File: src/fbpw_pkg.sv
// Shared constants and types of the framebuffer pixel write block.
`default_nettype none

package fbpw_pkg;

  localparam int FIFO_DEPTH = 4;
  localparam int ADDR_W     = 5;
  localparam int DATA_W     = 32;

  localparam logic [2:0] REG_FRAME_WIDTH    = 3'd0;
  localparam logic [2:0] REG_FRAME_HEIGHT   = 3'd1;
  localparam logic [2:0] REG_ROW_PITCH      = 3'd2;
  localparam logic [2:0] REG_BITS_PER_PIXEL = 3'd3;
  localparam logic [2:0] REG_BUFFER_SIZE    = 3'd4;
  localparam logic [2:0] REG_RED_FORMAT     = 3'd5;
  localparam logic [2:0] REG_GREEN_FORMAT   = 3'd6;
  localparam logic [2:0] REG_BLUE_FORMAT    = 3'd7;

  localparam logic [5:0] BPP_8  = 6'd8;
  localparam logic [5:0] BPP_15 = 6'd15;
  localparam logic [5:0] BPP_16 = 6'd16;
  localparam logic [5:0] BPP_24 = 6'd24;
  localparam logic [5:0] BPP_32 = 6'd32;

  // Configuration as seen by the datapath.
  typedef struct packed {
    logic [15:0] frame_width;
    logic [15:0] frame_height;
    logic [17:0] row_pitch;
    logic [2:0]  byte_count;
    logic [12:0] red_format;
    logic [12:0] green_format;
    logic [12:0] blue_format;
    logic        frame_ok;
  } cfg_t;

  // One queued pixel with its bounds verdict.
  typedef struct packed {
    logic [15:0] pixel_x;
    logic [15:0] pixel_y;
    logic [23:0] pixel_color;
    logic        in_bounds;
  } pixel_t;

endpackage

`default_nettype wire

File: src/fbpw_pixel_if.sv
// Pixel input channel interface.
`default_nettype none

interface fbpw_pixel_if;
  logic        valid;
  logic        ready;
  logic [15:0] pixel_x;
  logic [15:0] pixel_y;
  logic [23:0] pixel_color;

  modport source (output valid, pixel_x, pixel_y, pixel_color, input ready);
  modport sink (input valid, pixel_x, pixel_y, pixel_color, output ready);
endinterface

`default_nettype wire

File: src/fbpw_result_if.sv
// Write result channel interface.
`default_nettype none

interface fbpw_result_if;
  logic        valid;
  logic        ready;
  logic        write_enable;
  logic [31:0] byte_offset;
  logic [2:0]  byte_count;
  logic [31:0] pixel_bytes;

  modport source (output valid, write_enable, byte_offset, byte_count, pixel_bytes,
                  input ready);
  modport sink (input valid, write_enable, byte_offset, byte_count, pixel_bytes,
                output ready);
endinterface

`default_nettype wire

File: src/fbpw_regs.sv
// Configuration register file and frame geometry checks.
`default_nettype none

module fbpw_regs (
  input  wire logic                       clk,
  input  wire logic                       rst,
  input  wire logic                       psel,
  input  wire logic                       penable,
  input  wire logic                       pwrite,
  input  wire logic [fbpw_pkg::ADDR_W-1:0] paddr,
  input  wire logic [fbpw_pkg::DATA_W-1:0] pwdata,
  output logic      [fbpw_pkg::DATA_W-1:0] prdata,
  output fbpw_pkg::cfg_t                  cfg
);

  logic [15:0] frame_width;
  logic [15:0] frame_height;
  logic [17:0] row_pitch;
  logic [5:0]  bits_per_pixel;
  logic [31:0] buffer_size;
  logic [12:0] red_format;
  logic [12:0] green_format;
  logic [12:0] blue_format;
  logic [33:0] frame_bytes;
  logic        pitch_ok;
  logic        buf_ok;
  logic [2:0]  nbytes;
  logic [18:0] row_span;
  logic [2:0]  reg_index;
  logic        wr;

  assign reg_index = paddr[fbpw_pkg::ADDR_W-1:2];
  assign wr        = psel && penable && pwrite;

  always_ff @(posedge clk) begin
    if (rst) begin
      frame_width    <= '0;
      frame_height   <= '0;
      row_pitch      <= '0;
      bits_per_pixel <= '0;
      buffer_size    <= '0;
      red_format     <= '0;
      green_format   <= '0;
      blue_format    <= '0;
    end else if (wr) begin
      case (reg_index)
        fbpw_pkg::REG_FRAME_WIDTH:    frame_width    <= pwdata[15:0];
        fbpw_pkg::REG_FRAME_HEIGHT:   frame_height   <= pwdata[15:0];
        fbpw_pkg::REG_ROW_PITCH:      row_pitch      <= pwdata[17:0];
        fbpw_pkg::REG_BITS_PER_PIXEL: bits_per_pixel <= pwdata[5:0];
        fbpw_pkg::REG_BUFFER_SIZE:    buffer_size    <= pwdata[31:0];
        fbpw_pkg::REG_RED_FORMAT:     red_format     <= pwdata[12:0];
        fbpw_pkg::REG_GREEN_FORMAT:   green_format   <= pwdata[12:0];
        fbpw_pkg::REG_BLUE_FORMAT:    blue_format    <= pwdata[12:0];
        default: ;
      endcase
    end
  end

  always_comb begin
    case (reg_index)
      fbpw_pkg::REG_FRAME_WIDTH:    prdata = {16'b0, frame_width};
      fbpw_pkg::REG_FRAME_HEIGHT:   prdata = {16'b0, frame_height};
      fbpw_pkg::REG_ROW_PITCH:      prdata = {14'b0, row_pitch};
      fbpw_pkg::REG_BITS_PER_PIXEL: prdata = {26'b0, bits_per_pixel};
      fbpw_pkg::REG_BUFFER_SIZE:    prdata = buffer_size;
      fbpw_pkg::REG_RED_FORMAT:     prdata = {19'b0, red_format};
      fbpw_pkg::REG_GREEN_FORMAT:   prdata = {19'b0, green_format};
      fbpw_pkg::REG_BLUE_FORMAT:    prdata = {19'b0, blue_format};
      default:                      prdata = '0;
    endcase
  end

  // Bytes per pixel; zero marks an unsupported depth.
  always_comb begin
    case (bits_per_pixel)
      fbpw_pkg::BPP_8:  nbytes = 3'd1;
      fbpw_pkg::BPP_15: nbytes = 3'd2;
      fbpw_pkg::BPP_16: nbytes = 3'd2;
      fbpw_pkg::BPP_24: nbytes = 3'd3;
      fbpw_pkg::BPP_32: nbytes = 3'd4;
      default:          nbytes = 3'd0;
    endcase
  end

  assign row_span = frame_width * nbytes;

  // The buffer check runs over two registered steps: product, then compare.
  always_ff @(posedge clk) begin
    if (rst) begin
      frame_bytes <= '0;
      pitch_ok    <= 1'b0;
      buf_ok      <= 1'b0;
    end else begin
      frame_bytes <= row_pitch * frame_height;
      pitch_ok    <= {1'b0, row_pitch} >= row_span;
      buf_ok      <= {2'b0, buffer_size} >= frame_bytes;
    end
  end

  always_comb begin
    cfg.frame_width  = frame_width;
    cfg.frame_height = frame_height;
    cfg.row_pitch    = row_pitch;
    cfg.byte_count   = nbytes;
    cfg.red_format   = red_format;
    cfg.green_format = green_format;
    cfg.blue_format  = blue_format;
    cfg.frame_ok     = (nbytes != 3'd0) && pitch_ok && buf_ok;
  end

endmodule

`default_nettype wire

File: src/fbpw_front.sv
// Front end: pixel bounds classification and the pixel queue.
`default_nettype none

module fbpw_front #(
  parameter int DEPTH = fbpw_pkg::FIFO_DEPTH
) (
  input  wire logic          clk,
  input  wire logic          rst,
  fbpw_pixel_if.sink         pixel_in,
  input  wire fbpw_pkg::cfg_t cfg,
  output fbpw_pkg::pixel_t   head,
  output logic               head_valid,
  input  wire logic          pop
);

  localparam int PTR_W = $clog2(DEPTH);
  localparam int CNT_W = $clog2(DEPTH + 1);
  localparam logic [PTR_W-1:0] LAST = PTR_W'(DEPTH - 1);
  localparam logic [CNT_W-1:0] FULL = CNT_W'(DEPTH);

  fbpw_pkg::pixel_t entries [DEPTH];
  fbpw_pkg::pixel_t incoming;
  logic [PTR_W-1:0] wr_ptr;
  logic [PTR_W-1:0] rd_ptr;
  logic [CNT_W-1:0] count;
  logic             push;
  logic             take;

  assign pixel_in.ready = (count != FULL);
  assign push           = pixel_in.valid && pixel_in.ready;
  assign head_valid     = (count != '0);
  assign take           = head_valid && pop;
  assign head           = entries[rd_ptr];

  always_comb begin
    incoming.pixel_x     = pixel_in.pixel_x;
    incoming.pixel_y     = pixel_in.pixel_y;
    incoming.pixel_color = pixel_in.pixel_color;
    incoming.in_bounds   = (pixel_in.pixel_x < cfg.frame_width) &&
                           (pixel_in.pixel_y < cfg.frame_height);
  end

  always_ff @(posedge clk) begin
    if (push) begin
      entries[wr_ptr] <= incoming;
    end
  end

  always_ff @(posedge clk) begin
    if (rst) begin
      wr_ptr <= '0;
      rd_ptr <= '0;
      count  <= '0;
    end else begin
      if (push) begin
        wr_ptr <= (wr_ptr == LAST) ? '0 : wr_ptr + 1'b1;
      end
      if (take) begin
        rd_ptr <= (rd_ptr == LAST) ? '0 : rd_ptr + 1'b1;
      end
      if (push && !take) begin
        count <= count + 1'b1;
      end else if (take && !push) begin
        count <= count - 1'b1;
      end
    end
  end

endmodule

`default_nettype wire

File: src/fbpw_back.sv
// Back end: offset arithmetic, channel scaling and pixel packing.
`default_nettype none

module fbpw_back (
  input  wire logic            clk,
  input  wire logic            rst,
  input  wire fbpw_pkg::pixel_t head,
  input  wire logic            head_valid,
  output logic                 pop,
  input  wire fbpw_pkg::cfg_t  cfg,
  fbpw_result_if.source        result_out
);

  // Bit length of a channel mask.
  function automatic logic [3:0] mask_len(input logic [7:0] mask);
    logic [3:0] len;
    len = 4'd0;
    for (int i = 0; i < 8; i++) begin
      if (mask[i]) len = 4'(i + 1);
    end
    return len;
  endfunction

  // Pre-rounded level v*(2^w-1)+127, at most 65152.
  function automatic logic [15:0] level_pre(input logic [7:0] v, input logic [7:0] mask);
    logic [15:0] wide;
    wide = {8'b0, v} << mask_len(mask);
    return wide - {8'b0, v} + 16'd127;
  endfunction

  // Exact n/255 for n below 65280.
  function automatic logic [7:0] div255(input logic [15:0] n);
    logic [16:0] sum;
    sum = {1'b0, n} + {9'b0, n[15:8]} + 17'd1;
    return sum[15:8];
  endfunction

  function automatic logic [31:0] place(input logic [15:0] level, input logic [12:0] format);
    logic [7:0] scaled;
    scaled = div255(level) & format[7:0];
    return {24'b0, scaled} << format[12:8];
  endfunction

  logic        s1_valid;
  logic        s1_in_bounds;
  logic [31:0] s1_row_base;
  logic [17:0] s1_col_bytes;
  logic [15:0] s1_level_r;
  logic [15:0] s1_level_g;
  logic [15:0] s1_level_b;
  logic [33:0] row_product;
  logic [18:0] col_product;
  logic        s1_adv;
  logic        s2_adv;
  logic        accept_ok;
  logic [31:0] packed_raw;
  logic [31:0] packed_cut;

  assign s2_adv = !result_out.valid || result_out.ready;
  assign s1_adv = !s1_valid || s2_adv;
  assign pop    = s1_adv;

  assign row_product = head.pixel_y * cfg.row_pitch;
  assign col_product = head.pixel_x * cfg.byte_count;

  always_ff @(posedge clk) begin
    if (rst) begin
      s1_valid <= 1'b0;
    end else if (s1_adv) begin
      s1_valid <= head_valid;
    end
  end

  always_ff @(posedge clk) begin
    if (s1_adv && head_valid) begin
      s1_in_bounds <= head.in_bounds;
      s1_row_base  <= row_product[31:0];
      s1_col_bytes <= col_product[17:0];
      s1_level_r   <= level_pre(head.pixel_color[23:16], cfg.red_format[7:0]);
      s1_level_g   <= level_pre(head.pixel_color[15:8], cfg.green_format[7:0]);
      s1_level_b   <= level_pre(head.pixel_color[7:0], cfg.blue_format[7:0]);
    end
  end

  assign accept_ok  = s1_in_bounds && cfg.frame_ok;
  assign packed_raw = place(s1_level_r, cfg.red_format) |
                      place(s1_level_g, cfg.green_format) |
                      place(s1_level_b, cfg.blue_format);

  always_comb begin
    case (cfg.byte_count)
      3'd1:    packed_cut = {24'b0, packed_raw[7:0]};
      3'd2:    packed_cut = {16'b0, packed_raw[15:0]};
      3'd3:    packed_cut = {8'b0, packed_raw[23:0]};
      3'd4:    packed_cut = {8'hFF, packed_raw[23:0]};
      default: packed_cut = '0;
    endcase
  end

  always_ff @(posedge clk) begin
    if (rst) begin
      result_out.valid <= 1'b0;
    end else if (s2_adv) begin
      result_out.valid <= s1_valid;
    end
  end

  always_ff @(posedge clk) begin
    if (s2_adv && s1_valid) begin
      result_out.write_enable <= accept_ok;
      result_out.byte_offset  <= accept_ok ? s1_row_base + {14'b0, s1_col_bytes} : '0;
      result_out.byte_count   <= accept_ok ? cfg.byte_count : '0;
      result_out.pixel_bytes  <= accept_ok ? packed_cut : '0;
    end
  end

endmodule

`default_nettype wire

File: src/framebuffer_pixel_write.sv
// Top level of the framebuffer pixel write block.
//
// Pixels enter on pixel_in, one beat per pixel carrying column, row and a
// 24-bit RGB color. Each pixel yields exactly one beat on result_out: either
// a write with its byte offset, byte count and packed bytes, or a rejection
// with every field zero. The APB port holds the frame geometry, depth and
// channel formats; pready is always high and reads return register values.
// The block takes one pixel per cycle while its queue has room. A result
// beat passes the multiply stage (row times pitch and the channel
// pre-scaling), then the packing stage, which ends in the output register.
// A queue of FIFO_DEPTH entries sits between the bounds check and these
// stages, so pixel_in keeps accepting while result_out is stalled until the
// queue fills, then pixel_in.ready drops; nothing is lost. The frame checks
// (pitch against width, buffer against pitch times height) are registered
// in the register file, the buffer check as a product and then a compare.
// Synchronous reset empties the queue and stages and clears every config
// register, so a zero depth rejects every pixel until software sets it up.
`default_nettype none

module framebuffer_pixel_write #(
  parameter int FIFO_DEPTH = fbpw_pkg::FIFO_DEPTH
) (
  input  wire logic                        clk,
  input  wire logic                        rst,
  fbpw_pixel_if.sink                       pixel_in,
  fbpw_result_if.source                    result_out,
  input  wire logic                        psel,
  input  wire logic                        penable,
  input  wire logic                        pwrite,
  input  wire logic [fbpw_pkg::ADDR_W-1:0]  paddr,
  input  wire logic [fbpw_pkg::DATA_W-1:0]  pwdata,
  output logic      [fbpw_pkg::DATA_W-1:0]  prdata,
  output logic                             pready
);

  fbpw_pkg::cfg_t   cfg;
  fbpw_pkg::pixel_t head;
  logic             head_valid;
  logic             pop;

  // The register file never inserts wait states.
  assign pready = 1'b1;

  fbpw_regs u_regs (
    .clk     (clk),
    .rst     (rst),
    .psel    (psel),
    .penable (penable),
    .pwrite  (pwrite),
    .paddr   (paddr),
    .pwdata  (pwdata),
    .prdata  (prdata),
    .cfg     (cfg)
  );

  // Front end classifies each pixel against the frame and queues it.
  fbpw_front #(
    .DEPTH (FIFO_DEPTH)
  ) u_front (
    .clk        (clk),
    .rst        (rst),
    .pixel_in   (pixel_in),
    .cfg        (cfg),
    .head       (head),
    .head_valid (head_valid),
    .pop        (pop)
  );

  // Back end drains the queue through the multiply and packing stages.
  fbpw_back u_back (
    .clk        (clk),
    .rst        (rst),
    .head       (head),
    .head_valid (head_valid),
    .pop        (pop),
    .cfg        (cfg),
    .result_out (result_out)
  );

endmodule

`default_nettype wire

File: src/flat_wrapper.sv
// flat-port wrapper written by rule: the top's interface ports become plain ports
module framebuffer_pixel_write_flat 
#(
  parameter int FIFO_DEPTH = fbpw_pkg::FIFO_DEPTH
)
  (clk, rst, psel, penable, pwrite, paddr, pwdata, prdata, pready, pixel_in_valid, pixel_in_pixel_x, pixel_in_pixel_y, pixel_in_pixel_color, pixel_in_ready, result_out_valid, result_out_write_enable, result_out_byte_offset, result_out_byte_count, result_out_pixel_bytes, result_out_ready);
  fbpw_pixel_if pixel_in_i ();
  fbpw_result_if result_out_i ();
  input  wire logic clk;
  input  wire logic rst;
  input  wire logic psel;
  input  wire logic penable;
  input  wire logic pwrite;
  input  wire logic [fbpw_pkg::ADDR_W-1:0] paddr;
  input  wire logic [fbpw_pkg::DATA_W-1:0] pwdata;
  output logic      [fbpw_pkg::DATA_W-1:0] prdata;
  output logic pready;
  input wire logic [$bits(pixel_in_i.valid)-1:0] pixel_in_valid;
  input wire logic [$bits(pixel_in_i.pixel_x)-1:0] pixel_in_pixel_x;
  input wire logic [$bits(pixel_in_i.pixel_y)-1:0] pixel_in_pixel_y;
  input wire logic [$bits(pixel_in_i.pixel_color)-1:0] pixel_in_pixel_color;
  output wire logic [$bits(pixel_in_i.ready)-1:0] pixel_in_ready;
  output wire logic [$bits(result_out_i.valid)-1:0] result_out_valid;
  output wire logic [$bits(result_out_i.write_enable)-1:0] result_out_write_enable;
  output wire logic [$bits(result_out_i.byte_offset)-1:0] result_out_byte_offset;
  output wire logic [$bits(result_out_i.byte_count)-1:0] result_out_byte_count;
  output wire logic [$bits(result_out_i.pixel_bytes)-1:0] result_out_pixel_bytes;
  input wire logic [$bits(result_out_i.ready)-1:0] result_out_ready;
  assign pixel_in_i.valid = pixel_in_valid;
  assign pixel_in_i.pixel_x = pixel_in_pixel_x;
  assign pixel_in_i.pixel_y = pixel_in_pixel_y;
  assign pixel_in_i.pixel_color = pixel_in_pixel_color;
  assign pixel_in_ready = pixel_in_i.ready;
  assign result_out_valid = result_out_i.valid;
  assign result_out_write_enable = result_out_i.write_enable;
  assign result_out_byte_offset = result_out_i.byte_offset;
  assign result_out_byte_count = result_out_i.byte_count;
  assign result_out_pixel_bytes = result_out_i.pixel_bytes;
  assign result_out_i.ready = result_out_ready;
  framebuffer_pixel_write #(.FIFO_DEPTH(FIFO_DEPTH)) u_core (.clk(clk), .rst(rst), .pixel_in(pixel_in_i), .result_out(result_out_i), .psel(psel), .penable(penable), .pwrite(pwrite), .paddr(paddr), .pwdata(pwdata), .prdata(prdata), .pready(pready));
endmodule
File: config.mk
export PLATFORM = sky130hd
export DESIGN_NAME = framebuffer_pixel_write_flat
export DESIGN_NICKNAME = d
export VERILOG_FILES = /design/src/fbpw_pkg.sv /design/src/fbpw_pixel_if.sv /design/src/fbpw_result_if.sv /design/src/fbpw_regs.sv /design/src/fbpw_front.sv /design/src/fbpw_back.sv /design/src/framebuffer_pixel_write.sv /design/src/flat_wrapper.sv
export SDC_FILE = /design/constraint.sdc
export NUM_CORES = 2
export LEC_CHECK = 0
export BUFFER_PORTS_ARGS = -buffer_cell sky130_fd_sc_hd__buf_2
export CELL_PAD_IN_SITES_DETAIL_PLACEMENT = 1
export CELL_PAD_IN_SITES_GLOBAL_PLACEMENT = 1
export CORE_AREA = 2 2 321 323
export DETAILED_ROUTE_END_ITERATION = 10
export DIE_AREA = 0 0 323 325
export GPL_TIMING_DRIVEN = 0
export PLACE_DENSITY_LB_ADDON = 0.1
export SETUP_SLACK_MARGIN = 0.3
export SLEW_MARGIN = 20
export SYNTH_ARGS = -nofsm -noshare
export SYNTH_HDL_FRONTEND = slang
export SYNTH_HIERARCHICAL = 1
export SYNTH_SLANG_ARGS = --single-unit
File: constraint.sdc
create_clock -name clk -period 8.8 [get_ports clk]
set_input_delay 1.32 -clock clk [delete_from_list [all_inputs] [get_ports clk]]
set_output_delay 1.32 -clock clk [all_outputs]
set_load 0.1 [all_outputs]
### Word-level counts from Yosys, hierarchy flattened

Memories as Yosys holds them, arrays and structs flattened. A register that Yosys moved wholly into a read port is not among the register bits.
Index checks and enable logic that the tools add are counted.

* bitwise operators: 5
* equality and inequality tests: 19
* $mul: 4
* add/sub/neg operators: 17
* muxes and demuxes: 38
* $lt $le $gt $ge: 4
* shift-type cells: 6
* reductions and logical operators: 30

Operator list (count)
* case mux 32 bit (8 select lines): 1
* case mux 32 bit (4 select lines): 1
* 2-to-1 mux 4 bit: 24
* << shifter 8 x 5 -> 24 bit: 3
* adder 16 x 1 -> 16 bit (second input constant): 3
* adder 16 x 7 -> 16 bit (second input constant): 3
* adder 16 x 8 -> 16 bit: 3
* OR 24 bit: 2
* << shifter 8 x 4 -> 16 bit: 3
* subtractor 16 x 8 -> 16 bit: 3
* greater-or-equal comparator 32 x 34 -> 1 bit: 1
* multiplier 18 x 16 -> 34 bit: 1
* adder 32 x 18 -> 32 bit: 1
* < comparator 16 bit: 2
* multiplier 16 x 18 -> 32 bit: 1
* AND 8 bit: 3
* greater-or-equal comparator 18 x 19 -> 1 bit: 1
* multiplier 16 x 3 -> 19 bit: 1
* multiplier 16 x 3 -> 18 bit: 1
* AND reduction 2 bit: 8
* == test 3 bit (second input constant): 5
* == test 3 x 2 -> 1 bit (second input constant): 4
* == test 6 x 4 -> 1 bit (second input constant): 2
* == test 6 x 5 -> 1 bit (second input constant): 2
* 18 further kinds: 44

* memories kept: 1
* output and inout port bits: 103
* register bits after elaboration: 339
* RAM bits: 228

Memory list
* u_core.u_front.entries: depth 4, bits a word 57, rd ports 1, clocked after memory_dff 1, wr ports 1, RTL line fbpw_front.sv:21 `fbpw_pkg::pixel_t entries [DEPTH];`

### Logic depth before layout (Yosys ltp)

* depth after elaboration: 12
* gate-level depth with buffers: 27
* gate-level depth less buffers: 24

### Modules after synthesis

The synthesis kept the hierarchy.

By module, submodules not included
* fbpw_back: area an instance 23298.6 um^2, sequential area each 4844.6 um^2, cells each 2618, instances 1
* fbpw_regs: area an instance 18512.8 um^2, sequential area each 3263.1 um^2, cells each 2269, instances 1
* fbpw_front: area an instance 9430.3 um^2, sequential area each 7026.7 um^2, cells each 447, instances 1
* framebuffer_pixel_write: area an instance 11.3 um^2, sequential area each 0.0 um^2, cells each 2, instances 1

### Worst setup path before layout

Ideal clock, no wire load.

* path kind: reg-to-reg
* from: register with a tool-made name
* to: register u_core.u_back.s1_row_base[30] (data pin)
* setup slack: 1.472 ns
* library setup time: 0.258 ns
* cell stages (with the launch flop): 26
* arrival: 7.071 ns
* path through: dfxtp_1 buf_2 buf_6 mux4_2 clkbuf_1 and2_1 fa_1 inv_1 fa_1 fa_1 inv_1 fa_1 fa_1 inv_1 fa_1 inv_1 ha_1 a21o_1 a21oi_1 o2111ai_1 a221o_1 a2111oi_4 nor2_2 a211o_1 a21oi_2 xnor2_1

RTL lines
* end signal, assigned: RTL line fbpw_back.sv:77 `s1_row_base <= row_product[31:0];`
* end, declared: RTL line fbpw_back.sv:46 `logic [31:0] s1_row_base;`

==> impl_metrics.ini <==
[global_route]
grt_util_met2_pct = 57.7
grt.total_usage_pct = 34.7
globalRouteMet1Util_pct = 45.1
antenna_found_initial = 18
grt_busiest_layer = met2
grt_max_degree = 56
grt_pass1_wl_um = 273000
grt_pass1_vias = 44537
gr-total-overflow = 0
use_met3_pct = 5.85

[timing]
worstMarginPinSlew_ps = 1180
post-route-min-period_ps = 8360
slew_violations = 0
clock_skew_ps = 32.6
slew_headroom_pct = 21.3
fin_crit_sh_pct = 95.0
finalSetupViolCount = 0
finalSetupTns_ps = 0
hold_violations = 0
rsz0062_at_grt = true
max_freq_mhz = 120

[synth]
synth_area_um2 = 51300
synth_seq_area_share_pct = 29.5
avgSynthCellArea_um2 = 9.61
synth_flop_cell = edfxtp_1
async_reset_ff_share_pct = 0
synth_seq_cells = 562
synth_area_leaders = edfxtp_1, fa_1, ha_1, dfxtp_1, nand2_1
synth_xor_area_share_pct = 2.85
synthDistinctLibCells = 94
synth-compound-area-share_pct = 10.3
synthSimpleGateAreaFrac_pct = 16.2
yosys_warnings = 6
synth_enable_flop_cells = 388
yosys.area.top_type = edfxtp_1
synthesis.instances = 5336
synth_fa_ha_area_share_pct = 29.1
netlist.area_leader.share_pct = 22.7
muxShareOfSynthArea_pct = 4.74
syn_nets = 6341
synth_top_family_by_area = adder cells

[routing]
drtPass1Iterations = 5
wirelength_um = 181000
routedWlPerCell_um = 25.8
ant_nets = 0
routed_via_density = 5.91
dr.first_iter.drc_count = 3156
drcViolationCount = 0
vias = 41584

[final_layout]
fin_area_um2 = 56300
drive_above_1_share_pct = 8.46
num-fill-cells = 11629
synthToLayoutAreaGrowth_pct = 9.89
nets = 6610
fin_util_pct = 55.6

[clocking]
cts_hold_buf = 0
path_clk_slew_ps = 60
cts_root_buf = clkbuf_16
htreeDepth = 3
cts_buffers = 66
clock_latency_ps = 650
cts_tree = done
clk_path_buf_depth = 3
clock-sinks = 562

[place]
gp_congestion = 0.981
placed_cell_area_um2 = 54200
dpl.hpwl_um = 143000
numPortBuffers = 192

[floorplanning]
fp.dieH_um = 325
start_util_pct = 50.6
die_x_um = 323
dieArea_um2 = 105000
placementRows = 117
fp.coreArea_um2 = 101000
ios = 203

[power]
p_int_uw = 6600
p_sw_uw = 4530
p_seq_share_pct = 33.6
vdd_drop_max_v = 0.000165
pwr-share-comb_pct = 42.1
cellLeakagePower_uw = 0.0243
pwr_density_cell_nw_per_um2 = 198
clkPwrFrac_pct = 24.3
switching_share_pct = 40.7

[worst_setup_path]
required_ps = 9170
endpoint_kind = register
crit_arrival_ps = 8730
crit_path_max_fanout = 10
path_class = register to register
cp-start-kind = register

[run_status]
status = finished, final reports clean

[hold_path]
holdCritPathClass = register to register

[run]
drv_cap = 0
-- stage by stage --
stage | setup WS (ps) | hold WS (ps) | cells | power [µW]
global route | 251 | 499 | 7026 | 11700
finish | 442 | 485 | 7032 | 11100
global placement | -432 | 465 | 6896 | 8230
CTS | 377 | 481 | 7021 | 11200
detailed placement | -481 | 470 | 6905 | 8370
floorplan | 1470 | 445 | 5336 | 7020
-- state kept, by name, summed over array words and instances (netlist names), 3 cells and up, named ones only --
name / flops
u_core/u_regs/frame_bytes: 34
u_core/u_back/result_out.byte_count: 3
u_core/u_regs/frame_height: 16
u_core/u_back/s1_level_r: 16
u_core/u_back/result_out.pixel_bytes: 25
u_core/u_back/result_out.byte_offset: 32
u_core/u_front/count: 3
u_core/u_back/s1_level_b: 16
u_core/u_back/s1_row_base: 32
u_core/u_regs/row_pitch: 18
u_core/u_back/s1_level_g: 16
u_core/u_regs/bits_per_pixel: 6
u_core/u_front/entries: 228
u_core/u_regs/green_format: 13
u_core/u_regs/red_format: 13
u_core/u_regs/frame_width: 16
u_core/u_back/s1_col_bytes: 18
u_core/u_regs/blue_format: 13
u_core/u_regs/buffer_size: 32
-- per-layer routing --
layer,up-vias,wire length (µm)
met2,1460,86100
met3,367,12400
li1,18413,-
met4,6,7580
met1,21338,75300
met5,-,40
-- cell families after synthesis --
kind of cell	Yosys count
AO/OA/AOI/OAI	812
XOR/XNOR	167
adder cells (fa/ha/maj)	905
buffers and inverters	976
flip-flops	562
multiplexers	163
other	1
AND/OR/NAND/NOR	1750
-- cells in the mapped netlist (12+ instances only) --
cell type and count:
ha_1 427, o21bai_1 25, a22oi_1 18, xnor2_1 110, dfxtp_1 174, o21a_1 18
a21o_1 68, nand2b_1 35, nor3_1 61, a22o_1 12, mux2i_1 82, nand3_1 70
o22ai_1 21, mux4_2 62, nand2_1 810, a21oi_1 304, edfxtp_1 388, clkbuf_1 196
nor2_1 220, inv_1 740, xor2_1 57, and3_1 62, or3_1 29, a31oi_1 38
mux2_2 18, buf_4 12, nand4_1 34, or2_2 13, o21ai_0 111, nand3b_1 13
o211ai_1 19, nor2b_1 55, fa_1 478, and2_1 295, buf_2 13, a211oi_1 26
nor4_1 20
-- final cells by class --
type | count | area (µm²) | share of cell area [%]
sequential | 562 | 15100 | 26.9
clock buffer | 84 | 1770 | 3.14
buffer | 233 | 977 | 1.73
multi-input combinational | 3798 | 32400 | 57.6
inverter | 743 | 2790 | 4.95
clock inverter | 32 | 308 | 0.546
antenna | 11 | 27.5 | 0.0489
timing repair buffer | 201 | 1160 | 2.05
tap | 1368 | 1710 | 3.04
-- repair_timing --
action                     4_1_cts  5_1_grt
buffers inserted                 0        0
gates resized for setup         12        6
hold endpoints to repair         0        0
setup endpoints to repair       11        7
-- power by group through the flow --
stage	Sequential, µW	Clock, µW	Combinational [µW]
3_3_place_gp	3820	0	4410
6_report	3740	2700	4690
4_1_cts	3730	2740	4680
2_1_floorplan	4080	0	2930
5_1_grt	3780	2830	5090
3_5_place_dp	3780	0	4600
-- path summary, 6_finish.rpt --
check,start,depth (start not counted),slack [ps],end
setup / recovery,register,25,440,u_core/u_back/s1_row_base[31]
hold reg to reg,u_core/u_regs/buffer_size[29],2,480,u_core/u_regs/buffer_size[29]
hold / removal,u_core/u_regs/buffer_size[29],2,480,u_core/u_regs/buffer_size[29]
setup reg to reg,register,25,440,u_core/u_back/s1_row_base[31]
-- cell usage in the layout (no fill, tap or decap), types with 12 or more instances in the layout --
cell type and instances:
nor4_1 18, ha_1 427, nor2_1 220, a211oi_1 26
nor3_1 60, mux4_2 62, or3_1 29, nand4_1 34
a22o_1 12, and2_1 294, xor2_1 57, mux2_2 18
a31oi_1 38, nand2_1 810, a21o_1 68, o21a_1 18
nor2b_1 54, o21ai_0 110, buf_4 15, nand3_1 70
inv_1 740, o21bai_1 25, a21oi_1 303, and3_1 58
edfxtp_1 388, fa_1 478, o22ai_1 21, nand3b_1 13
xnor2_1 110, mux2i_1 82, o211ai_1 19, a22oi_1 18
or2_2 13, clkbuf_1 200, dfxtp_1 163, clkbuf_16 66
buf_2 203, nand2b_1 35
-- worst max-delay path, cell delays in order (launching register included) --
cell and delay (ps):
dfxtp_2 450, buf_4 320, buf_6 230, mux4_2 640, clkbuf_1 330, and2_1 250, fa_1 480, inv_1 50
fa_1 500, fa_1 580, inv_1 70, fa_1 460, fa_1 550, inv_1 60, fa_1 550, inv_1 50
ha_1 370, a21oi_1 170, nor2b_1 80, a2111oi_1 490, o21ai_0 190, a31o_2 290, a221o_1 370, a211o_1 280
a21oi_1 180, xnor2_1 90
Note: power is estimated with default switching activity, not from simulation.
